### src/hdl/spinor_pkg.sv
// ----------------------------------------------------------------------------
// SPI NOR flash slave package
// Command codes, state register widths and the serial flash discoverable
// parameter (SFDP) image for the datapath, and the types shared with the controller.
// ----------------------------------------------------------------------------
package spinor_pkg;

    // Width of the address register and its saturation value.
    localparam int ADDR_W = 25;
    typedef logic [ADDR_W-1:0] addr_t;
    localparam addr_t ADDR_MAX = 25'h1ffffff;

    // Byte position within a transaction saturates at this value.
    localparam logic [2:0] POS_MAX = 3'd5;

    // Sector erase granularity is 4 KB.
    localparam int SECTOR_BITS = 12;

    // SFDP table size in bytes.
    localparam addr_t SFDP_BYTES = 25'd96;

    // Electronic ID returned by the release-power-down/ID command.
    localparam logic [7:0] ELEC_ID = 8'h17;

    // Command opcodes.
    localparam logic [7:0] OP_WREN  = 8'h06;
    localparam logic [7:0] OP_RDSR  = 8'h05;
    localparam logic [7:0] OP_RES   = 8'hab;
    localparam logic [7:0] OP_RDSFDP = 8'h5a;
    localparam logic [7:0] OP_READ  = 8'h03;
    localparam logic [7:0] OP_PP    = 8'h02;
    localparam logic [7:0] OP_SE    = 8'h20;

    // Fixed words of the SFDP image.
    localparam logic [31:0] SFDP_SIGNATURE = 32'h50444653;
    localparam logic [31:0] SFDP_HEADER    = 32'hff000106;
    localparam logic [31:0] SFDP_PARAM_HDR = 32'hff000000;
    localparam logic [31:0] SFDP_PARAM_PTR = 32'h00000030;
    localparam logic [31:0] SFDP_ERASE_4K  = 32'h0000200c;

    // Word indexes (byte offset divided by four) of the non-zero words.
    localparam logic [4:0] WI_SIGNATURE = 5'h00;
    localparam logic [4:0] WI_HEADER    = 5'h01;
    localparam logic [4:0] WI_PARAM_HDR = 5'h02;
    localparam logic [4:0] WI_PARAM_PTR = 5'h03;
    localparam logic [4:0] WI_DENSITY   = 5'h0d;
    localparam logic [4:0] WI_ERASE     = 5'h13;

    // Controller to datapath commands.
    typedef struct packed {
        logic accept;       // input word taken this cycle
        logic sweep_en;     // write 0xff at the sweep pointer and step it
        logic read_done;    // load the output register from memory data
        logic prog_write;   // write back the programmed byte
    } spinor_cmd_t;

    // Datapath to controller status.
    typedef struct packed {
        logic out_free;     // output register is empty or drained this cycle
        logic act_read;     // current input needs an array read
        logic act_prog;     // current input needs a read-modify-write
        logic act_erase;    // current input starts a sector erase
        logic array_last;   // sweep pointer is on the last byte of the array
        logic sector_last;  // sweep pointer is on the last byte of a sector
    } spinor_status_t;

    // One byte of the SFDP image; density is the array size in bits less one.
    function automatic logic [7:0] sfdp_byte(input logic [6:0] idx,
                                             input logic [31:0] density);
        logic [31:0] w;
        w = '0;
        unique case (idx[6:2])
            WI_SIGNATURE: w = SFDP_SIGNATURE;
            WI_HEADER:    w = SFDP_HEADER;
            WI_PARAM_HDR: w = SFDP_PARAM_HDR;
            WI_PARAM_PTR: w = SFDP_PARAM_PTR;
            WI_DENSITY:   w = density;
            WI_ERASE:     w = SFDP_ERASE_4K;
            default:      w = '0;
        endcase
        return w[{idx[1:0], 3'b000} +: 8];
    endfunction

endpackage

### src/hdl/spinor_ctrl.sv
// ----------------------------------------------------------------------------
// SPI NOR flash slave controller
// Sequences the reset clearing pass, word acceptance, array reads,
// program write-back and sector erase sweeps.
// ----------------------------------------------------------------------------
module spinor_ctrl (
    input  logic                      aclk,
    input  logic                      aresetn,
    input  logic                      s_valid,
    output logic                      s_ready,
    input  spinor_pkg::spinor_status_t status,
    output spinor_pkg::spinor_cmd_t    cmd
);

    typedef enum logic [4:0] {
        ST_CLEAR = 5'b00001,
        ST_IDLE  = 5'b00010,
        ST_READ  = 5'b00100,
        ST_PROG  = 5'b01000,
        ST_ERASE = 5'b10000
    } state_t;

    state_t state_reg;
    state_t state_next;

    // Next state and command decode.
    always_comb begin
        state_next = state_reg;
        cmd        = '0;
        s_ready    = 1'b0;
        unique case (state_reg)
            ST_CLEAR: begin
                cmd.sweep_en = 1'b1;
                if (status.array_last) begin
                    state_next = ST_IDLE;
                end
            end
            ST_IDLE: begin
                s_ready    = status.out_free;
                cmd.accept = s_valid && status.out_free;
                if (cmd.accept) begin
                    priority if (status.act_read) begin
                        state_next = ST_READ;
                    end else if (status.act_prog) begin
                        state_next = ST_PROG;
                    end else if (status.act_erase) begin
                        state_next = ST_ERASE;
                    end
                end
            end
            ST_READ: begin
                cmd.read_done = 1'b1;
                state_next    = ST_IDLE;
            end
            ST_PROG: begin
                cmd.prog_write = 1'b1;
                state_next     = ST_IDLE;
            end
            ST_ERASE: begin
                cmd.sweep_en = 1'b1;
                if (status.array_last || status.sector_last) begin
                    state_next = ST_IDLE;
                end
            end
            default: begin
                state_next = ST_CLEAR;
            end
        endcase
    end

    // State register; reset starts the array clearing pass.
    always_ff @(posedge aclk) begin
        if (!aresetn) begin
            state_reg <= ST_CLEAR;
        end else begin
            state_reg <= state_next;
        end
    end

endmodule

### config.mk
export PLATFORM = sky130hd
export DESIGN_NAME = spinor_ctrl
export DESIGN_NICKNAME = d
export VERILOG_FILES = /design/src/hdl/spinor_pkg.sv /design/src/hdl/spinor_ctrl.sv
export SDC_FILE = /design/constraint.sdc
export NUM_CORES = 1
export LEC_CHECK = 0
export BUFFER_PORTS_ARGS = -buffer_cell sky130_fd_sc_hd__buf_2
export CORE_AREA = 2 2 39 41
export DETAILED_ROUTE_END_ITERATION = 10
export DIE_AREA = 0 0 41 43
export PLACE_DENSITY = 0.54
export SLEW_MARGIN = 20
export SYNTH_ARGS = -nofsm -noshare
export SYNTH_HDL_FRONTEND = slang
export SYNTH_SLANG_ARGS = --single-unit
export TNS_END_PERCENT = 5
### constraint.sdc
create_clock -name aclk -period 3 [get_ports aclk]
set_clock_uncertainty 0.15 [all_clocks]
set_input_delay 0 -clock aclk [delete_from_list [all_inputs] [get_ports aclk]]
set_output_delay 0 -clock aclk [all_outputs]
set_load 0.01 [all_outputs]
* Word-level counts from Yosys, hierarchy flattened
Index checks and enable logic that the tools add are counted.
** Operators by class
- $lt $le $gt $ge :: 0
- Div/mod/pow operators :: 0
- Reductions and logical operators :: 5
- Multipliers :: 0
- Equality and inequality tests :: 9
- Shift-type cells :: 0
- $add $sub $neg :: 0
- Muxes and demuxes :: 12
- Bitwise logic cells :: 0
** Operator list (count)
- $mux 5 :: 6
- $pmux 5 s4 :: 1
- $ne 2x2->1 const B :: 3
- $eq 5x1->1 const B :: 1
- $eq 5x2->1 const B :: 1
- $eq 5x3->1 const B :: 1
- $eq 5x4->1 const B :: 1
- $eq 5x5->1 const B :: 1
- $mux 1 :: 5
- $ne 4x4->1 const B :: 1
- $reduce_and 4->1 :: 1
- $reduce_or 2->1 :: 2
- $logic_and 1x1->1 :: 1
- $logic_or 1x1->1 :: 1
** Word-level totals
- RAM bits :: 0
- Register bits after elaboration :: 5
- ROM bits :: 0
- Input bits :: 9
- Memories kept :: 0
- Bits in latches :: 0
- Output and inout bits :: 5
- Logic and storage cells :: 27

* Depth between registers and ports, before layout
Gate-level depths: netlist of the first run.
- Word-level depth :: 5
- Mapped depth :: 5
- Depth with buffers taken out :: 4

* Least setup slack after synthesis of the first run
Ideal clock, no wire load.
- Path type :: register to register
- Start :: register state_reg[4]
- End :: register state_reg[0]
- Data required time :: 2710 ps
- Cell stages (with the launch flop) :: 5
- Path buffers :: 1
- Library setup time :: 140 ps
- Slack :: 1345 ps
- Arrival :: 1365 ps
- Period minus slack after synthesis :: 1655 ps
- Path through :: dfxtp_1 -> buf_6 -> or3_2 -> nor3b_1 -> o211ai_1
** On the way
- Cells in the longest elaborated chain, start to end :: 3
- Elaborated cells on any way between the ends :: 12
- Classes of those cells :: eq/ne: 9; mux: 1; reduce/logical: 2
** Ends and longest elaborated chain
- from (decl) :: RTL line spinor_ctrl.sv:23 : state_t state_reg;
- from (signal assigned) :: RTL line spinor_ctrl.sv:76 : state_reg <= state_next;
- $eq 5x2->1 (tied with other cells) :: RTL line spinor_ctrl.sv:31 : unique case (state_reg)
- $ne 4x4->1 (no source line) (tied with other cells)
- $reduce_and 4->1 (no source line) / $pmux 5 s4 (equally long branches)
Parallel ways exist; a longest one is shown, timed or not.
A chain may end at the register's enable or synchronous reset.

* Worst setup path in the final report of the first run
- Start :: register state_reg[0]
- End :: register state_reg[4]
Same word-level chain as after synthesis.

==> qor.csv, run 1 <==
metric,value,unit
post-route ant nets,0,
Simple-Gate Fraction of Synth Area,48.80,%
cell mode on critical path,dlygate4sd3_1,
port buffer count,13,
via count,381,
# rows,14,
final worst path period share,76.75,%
Met3 Routed Length,42,um
CP Cell Sequence,nor4b_1 > nand2_1 > dlygate4sd3_1 > a21boi_0 > dlygate4sd3_1,
CP top delay family,buffers and inverters,
worst setup path category,reg -> reg,
max reg flops,5,
post-DP HPWL,631.7,um
cell area after synthesis,364.1,um2
adder-cell share of the synthesized area,0,%
setup TNS,0,ps
Setup WS pre-CTS,1463,ps
drt via density,4.823,
register area share after synthesis,27.49,%
total grt overflow,0,
largest net degree at the start of global routing,11,
status,"complete, no violations",
PD cells,465.7,nW/um2
crit-path max FO,10,
routability cong.,0.6627,
"Slew Viols, Final",0,
vias in the first global route,354,
detailed router's first-iteration violation count,3,
H-tree depth,1,
Die X,41,um
Worst-path clk slew,40,ps
mux contribution to synthesized area,0,%
share of cells above drive strength 1,36.51,%
met2 wire len,405,um
Final nets,73,
Rel. slew slack,74.20,%
drt first pass iters,4,
Compound-Gate Fraction of Synth Area,10.31,%
FMAX,434.3,MHz
CP arrival,2340,ps
Max Root-Sink Buffers,2,
post-synthesis area per instance,8.467,um2
Synthesis Warnings,0,
first-pass GRT wire length,1.421,mm
"Net Count, Synth",52,
Top Metal Used,met4,
Critical Path RT,3040,ps
largest family of logic cells by synthesized area,simple AND/OR/NAND/NOR gates,
leakage,0.2105,nW
minimum clock period after layout,2302,ps
Met1 Wirelength,384,um
clk root buf,clkbuf_4,
Layout area overhead,39.52,%
Worst Max-Slew Pin Slew,386.5,ps
Final Total Pwr,0.2366,mW
Inserted Clock Buffers,3,
CP max-delay cell,dlygate4sd3_1,
# IOs,14,
Synth Register Bits,5,
CTS tree,done,
Avg WL per Cell,10.68,um
initial antenna violation count,0,
# setup viols final,0,
post-layout util,36.71,%
die footprint,1763,um2
RSZ-0062 raised after global routing,no,
initial core utilization,26.31,%
Ant. Diodes,0,
number of setup buffers added after CTS,0,
number of max-cap violations,0,
final hold vios,0,
Post-route DRC,0,
Clock Sinks,5,
XOR/XNOR share of the synthesized area,4.811,%
CP peak stage delay,570,ps
"wirelength, routed",844,um
PnR worst setup slack,697.6,ps
Die Y,43,um
post-synthesis cell count,43,
core box area,1384,um2
Overall Global Routing Usage,12.25,%
peak supply drop,0.0001324,V
clock latency on the worst-skew pair,240,ps
worst path buffer plus inverter count,2,
smallest hold slack,8.954,ps
Tightest Hold Check Type,in -> reg,
CP Launch Type,register,
synth unique cells,27,
Worst setup EP type,register,
## synthesized netlist by cell type, drive strengths merged
library cell	count	area share, %
nor2	6	6.2
o211ai	1	2.1
clkbuf	1	1.4
o21a	1	2.1
and2	1	2.1
nand2b	1	1.7
buf	2	6.2
dfxtp	5	27
nand2	2	2.7
or3	1	2.1
o311a	1	2.7
a21oi	1	1.4
and3	1	2.1
or3b	1	3.1
inv	1	1.0
nand3	2	2.7
nand4	1	1.7
nor4	3	5.2
or2b	1	2.1
nor3	4	8.6
xnor2	2	4.8
nor4b	2	6.5
a21boi	1	2.1
nor3b	1	2.1
## cell families (layout without fill, tap and decap cells)
group	count (synthesis)	in the layout
AND/OR/NAND/NOR	27	27
AO/OA/AOI/OAI	5	5
flip-flops	5	5
buffers and inverters	4	24
XOR/XNOR	2	2
## worst min-delay path: cells and delay by family
kind | cells | cell delay [ps]
AOI/OAI and AO/OA | 1 | 100
and+or+nand+nor | 2 | 180
buffers and inverters | 1 | 80
## power breakdown
group          switching, mW  total, mW  internal [mW]
sequential            0.0138     0.0872         0.0734
clock                 0.0275     0.0778         0.0503
combinational         0.0323     0.0716         0.0394
## through the flow
step	instances	area [um2]
after CTS	79	508.0
after floorplan	43	364.1
after global routing	79	508.0
after detailed placement	69	421.7
final	79	508.0
after global placement	69	421.7
## path summary, 6_finish.rpt
| path | startpoint | endpoint | slack (ps) | cells after the start |
|---|---|---|---|---|
| setup reg to reg | state_reg[0] | state_reg[4] | 700 | 5 |
| setup / recovery | state_reg[0] | state_reg[4] | 700 | 5 |
| hold / removal | status[1] | state_reg[0] | 9 | 4 |
| hold reg to reg | state_reg[0] | state_reg[0] | 590 | 2 |
## layer usage
metal	global-route usage, %	vias up
li1	-	195
met4	10.00	0
met1	13.83	174
met2	18.13	10
met3	3.141	2
met5	0	-
## repair_timing
item	4_1_cts	5_1_grt
hold buffers	6	0
hold endpoints to repair	5	0
resized for setup	0	0
## cell type report
class | instances | area [um2]
well taps | 16 | 20.02
fillers | 165 | 875.8
flip-flops and latches | 5 | 100.1
multi-input cells | 34 | 232.7
clock buffers | 4 | 26.28
inverters | 1 | 3.754
repair buffers | 19 | 125.1
## placed cells by master (no fill, tap or decap), types with 2 or more instances in the layout
master          n
dfxtp_1         5
dlygate4sd3_1   6
xnor2_1         2
nor2_1          6
nand3_1         2
clkbuf_4        3
nor3_1          3
nor4_1          3
buf_2          13
No activity file was read; power rests on OpenSTA's default activity.
==> run 2, diff against run 1 <==
Settings changed: PLACE_DENSITY 0.54 to 0.56.
Clock period 3 ns to 1.9 ns, I/O delays scaled along.
==> qor.csv, run 2 (synthesis gave the netlist of run 1 again) <==
metric,value,unit
status,"complete, no violations",
Overall Global Routing Usage,9.940,%
port buffer count,13,
Rel. slew slack,72.89,%
routability cong.,0.6684,
Layout area overhead,39.52,%
Final nets,73,
Avg WL per Cell,10.05,um
Final Total Pwr,0.3818,mW
"commonest non-fill, non-tap cell in the layout",buf_2,
Critical Path RT,1930,ps
Ant. Diodes,0,
initial core utilization,26.31,%
final worst path period share,93.83,%
total grt overflow,0,
vias in the first global route,301,
first-pass GRT wire length,1.166,mm
core box area,1384,um2
leakage,0.2049,nW
Clock Sinks,5,
Worst setup EP type,register,
# setup viols final,0,
detailed router's first-iteration violation count,7,
Worst R2R Start,state_reg[0],
CP Launch Type,register,
"commonest cells after routing, fill and taps aside","13 x buf_2, 6 x nor2_1, 6 x dlygate4sd3_1",
R2R Setup Slk,120,ps
Max Root-Sink Buffers,2,
Post-route DRC,0,
Placement Cell Area,421.7,um2
final hold vios,0,
"wirelength, routed",794,um
peak supply drop,0.0002298,V
Crit. Startpoint,state_reg[0],
largest net degree at the start of global routing,11,
via count,371,
post-route ant nets,0,
share of cells above drive strength 1,36.51,%
Inserted Clock Buffers,3,
crit-path max FO,10,
final instance area,508.0,um2
CTS tree,done,
max reg flops,5,
clock latency on the worst-skew pair,250,ps
fillers,157,
clk root buf,clkbuf_4,
"Slew Viols, Final",0,
Resize count post-CTS,0,
FMAX,560.9,MHz
FF-to-FF path depth,4,
# rows,14,
H-tree depth,1,
drt via density,4.696,
register area,100.1,um2
RSZ-0062 raised after global routing,no,
drt first pass iters,2,
worst reg2reg path endpoint,state_reg[4],
Worst-path clk slew,50,ps
Worst Max-Slew Pin Slew,406.1,ps
WHS Path Cells,4,
Die Y,43,um
setup TNS,0,ps
CP arrival,1810,ps
die footprint,1763,um2
worst setup path category,reg -> reg,
multi-input logic area,232.7,um2
Critical Path End,state_reg[4],
PD cells,751.6,nW/um2
Tightest Hold Check Type,in -> reg,
initial antenna violation count,0,
Die X,41,um
minimum clock period after layout,1783,ps
number of max-cap violations,0,
# IOs,14,
## run 2: cell counts in the layout (fill, tap and decap cells not counted)
No cell type changed its count.
## run 2: how the worst min path moves through the flow
stage,from,endpoint
6_report,status[5],state_reg[3]
5_1_grt,status[5],state_reg[3]
4_1_cts,status[5],state_reg[3]
3_5_place_dp,status[4],state_reg[3]
3_3_place_gp,aresetn,state_reg[0]
2_1_floorplan,status[4],state_reg[3]
## run 2: repair_timing
action	CTS	global route
hold buffers	6	0
buffers inserted	0	0
endpoints found under the hold margin	5	0
## run 2: where the power goes
| group | internal [mW] | switching [mW] | leakage (nW) |
|---|---|---|---|
| logic | 0.0646 | 0.0519 | 0.149 |
| clock network | 0.0796 | 0.0462 | 0.0150 |
| registers | 0.116 | 0.0236 | 0.0408 |
## run 2: per-layer routing
| layer | vias to the layer above | part of all wire, % | wire length, um | track usage [%] |
|---|---|---|---|---|
| li1 | 195 | - | - | - |
| met5 | - | 0 | 0 | 0 |
| met2 | 13 | 44 | 351 | 11.88 |
| met4 | 0 | 1.9 | 15 | 10.00 |
| met1 | 161 | 49 | 388 | 13.83 |
| met3 | 2 | 4.8 | 38 | 1.571 |
## run 2: stage by stage
stage          setup slack (ps)  hold slack, ps  util [%]  std cells
2_1_floorplan             245.0          -78.58         -         43
3_3_place_gp              355.6           69.87     30.47         69
3_5_place_dp              346.6           73.53     30.47         69
4_1_cts                   120.5           15.43     36.71         79
5_1_grt                   3.100           44.71     36.71         79
6_report                  117.2           20.87     36.71         79
## run 2: layout make-up
type	count	area share [%]
Inverter	1	0.7389
Clock buffer	4	5.172
Timing Repair Buffer	19	24.63
Multi-Input combinational cell	34	45.81
Tap cell	16	3.941
Sequential cell	5	19.70
## run 2: critical path, stage by stage, from the launching register on
cell and delay [ps]:
dfxtp_1 420, nor4b_1 320, nand2_1 110, dlygate4sd3_1 570, a21boi_0 130
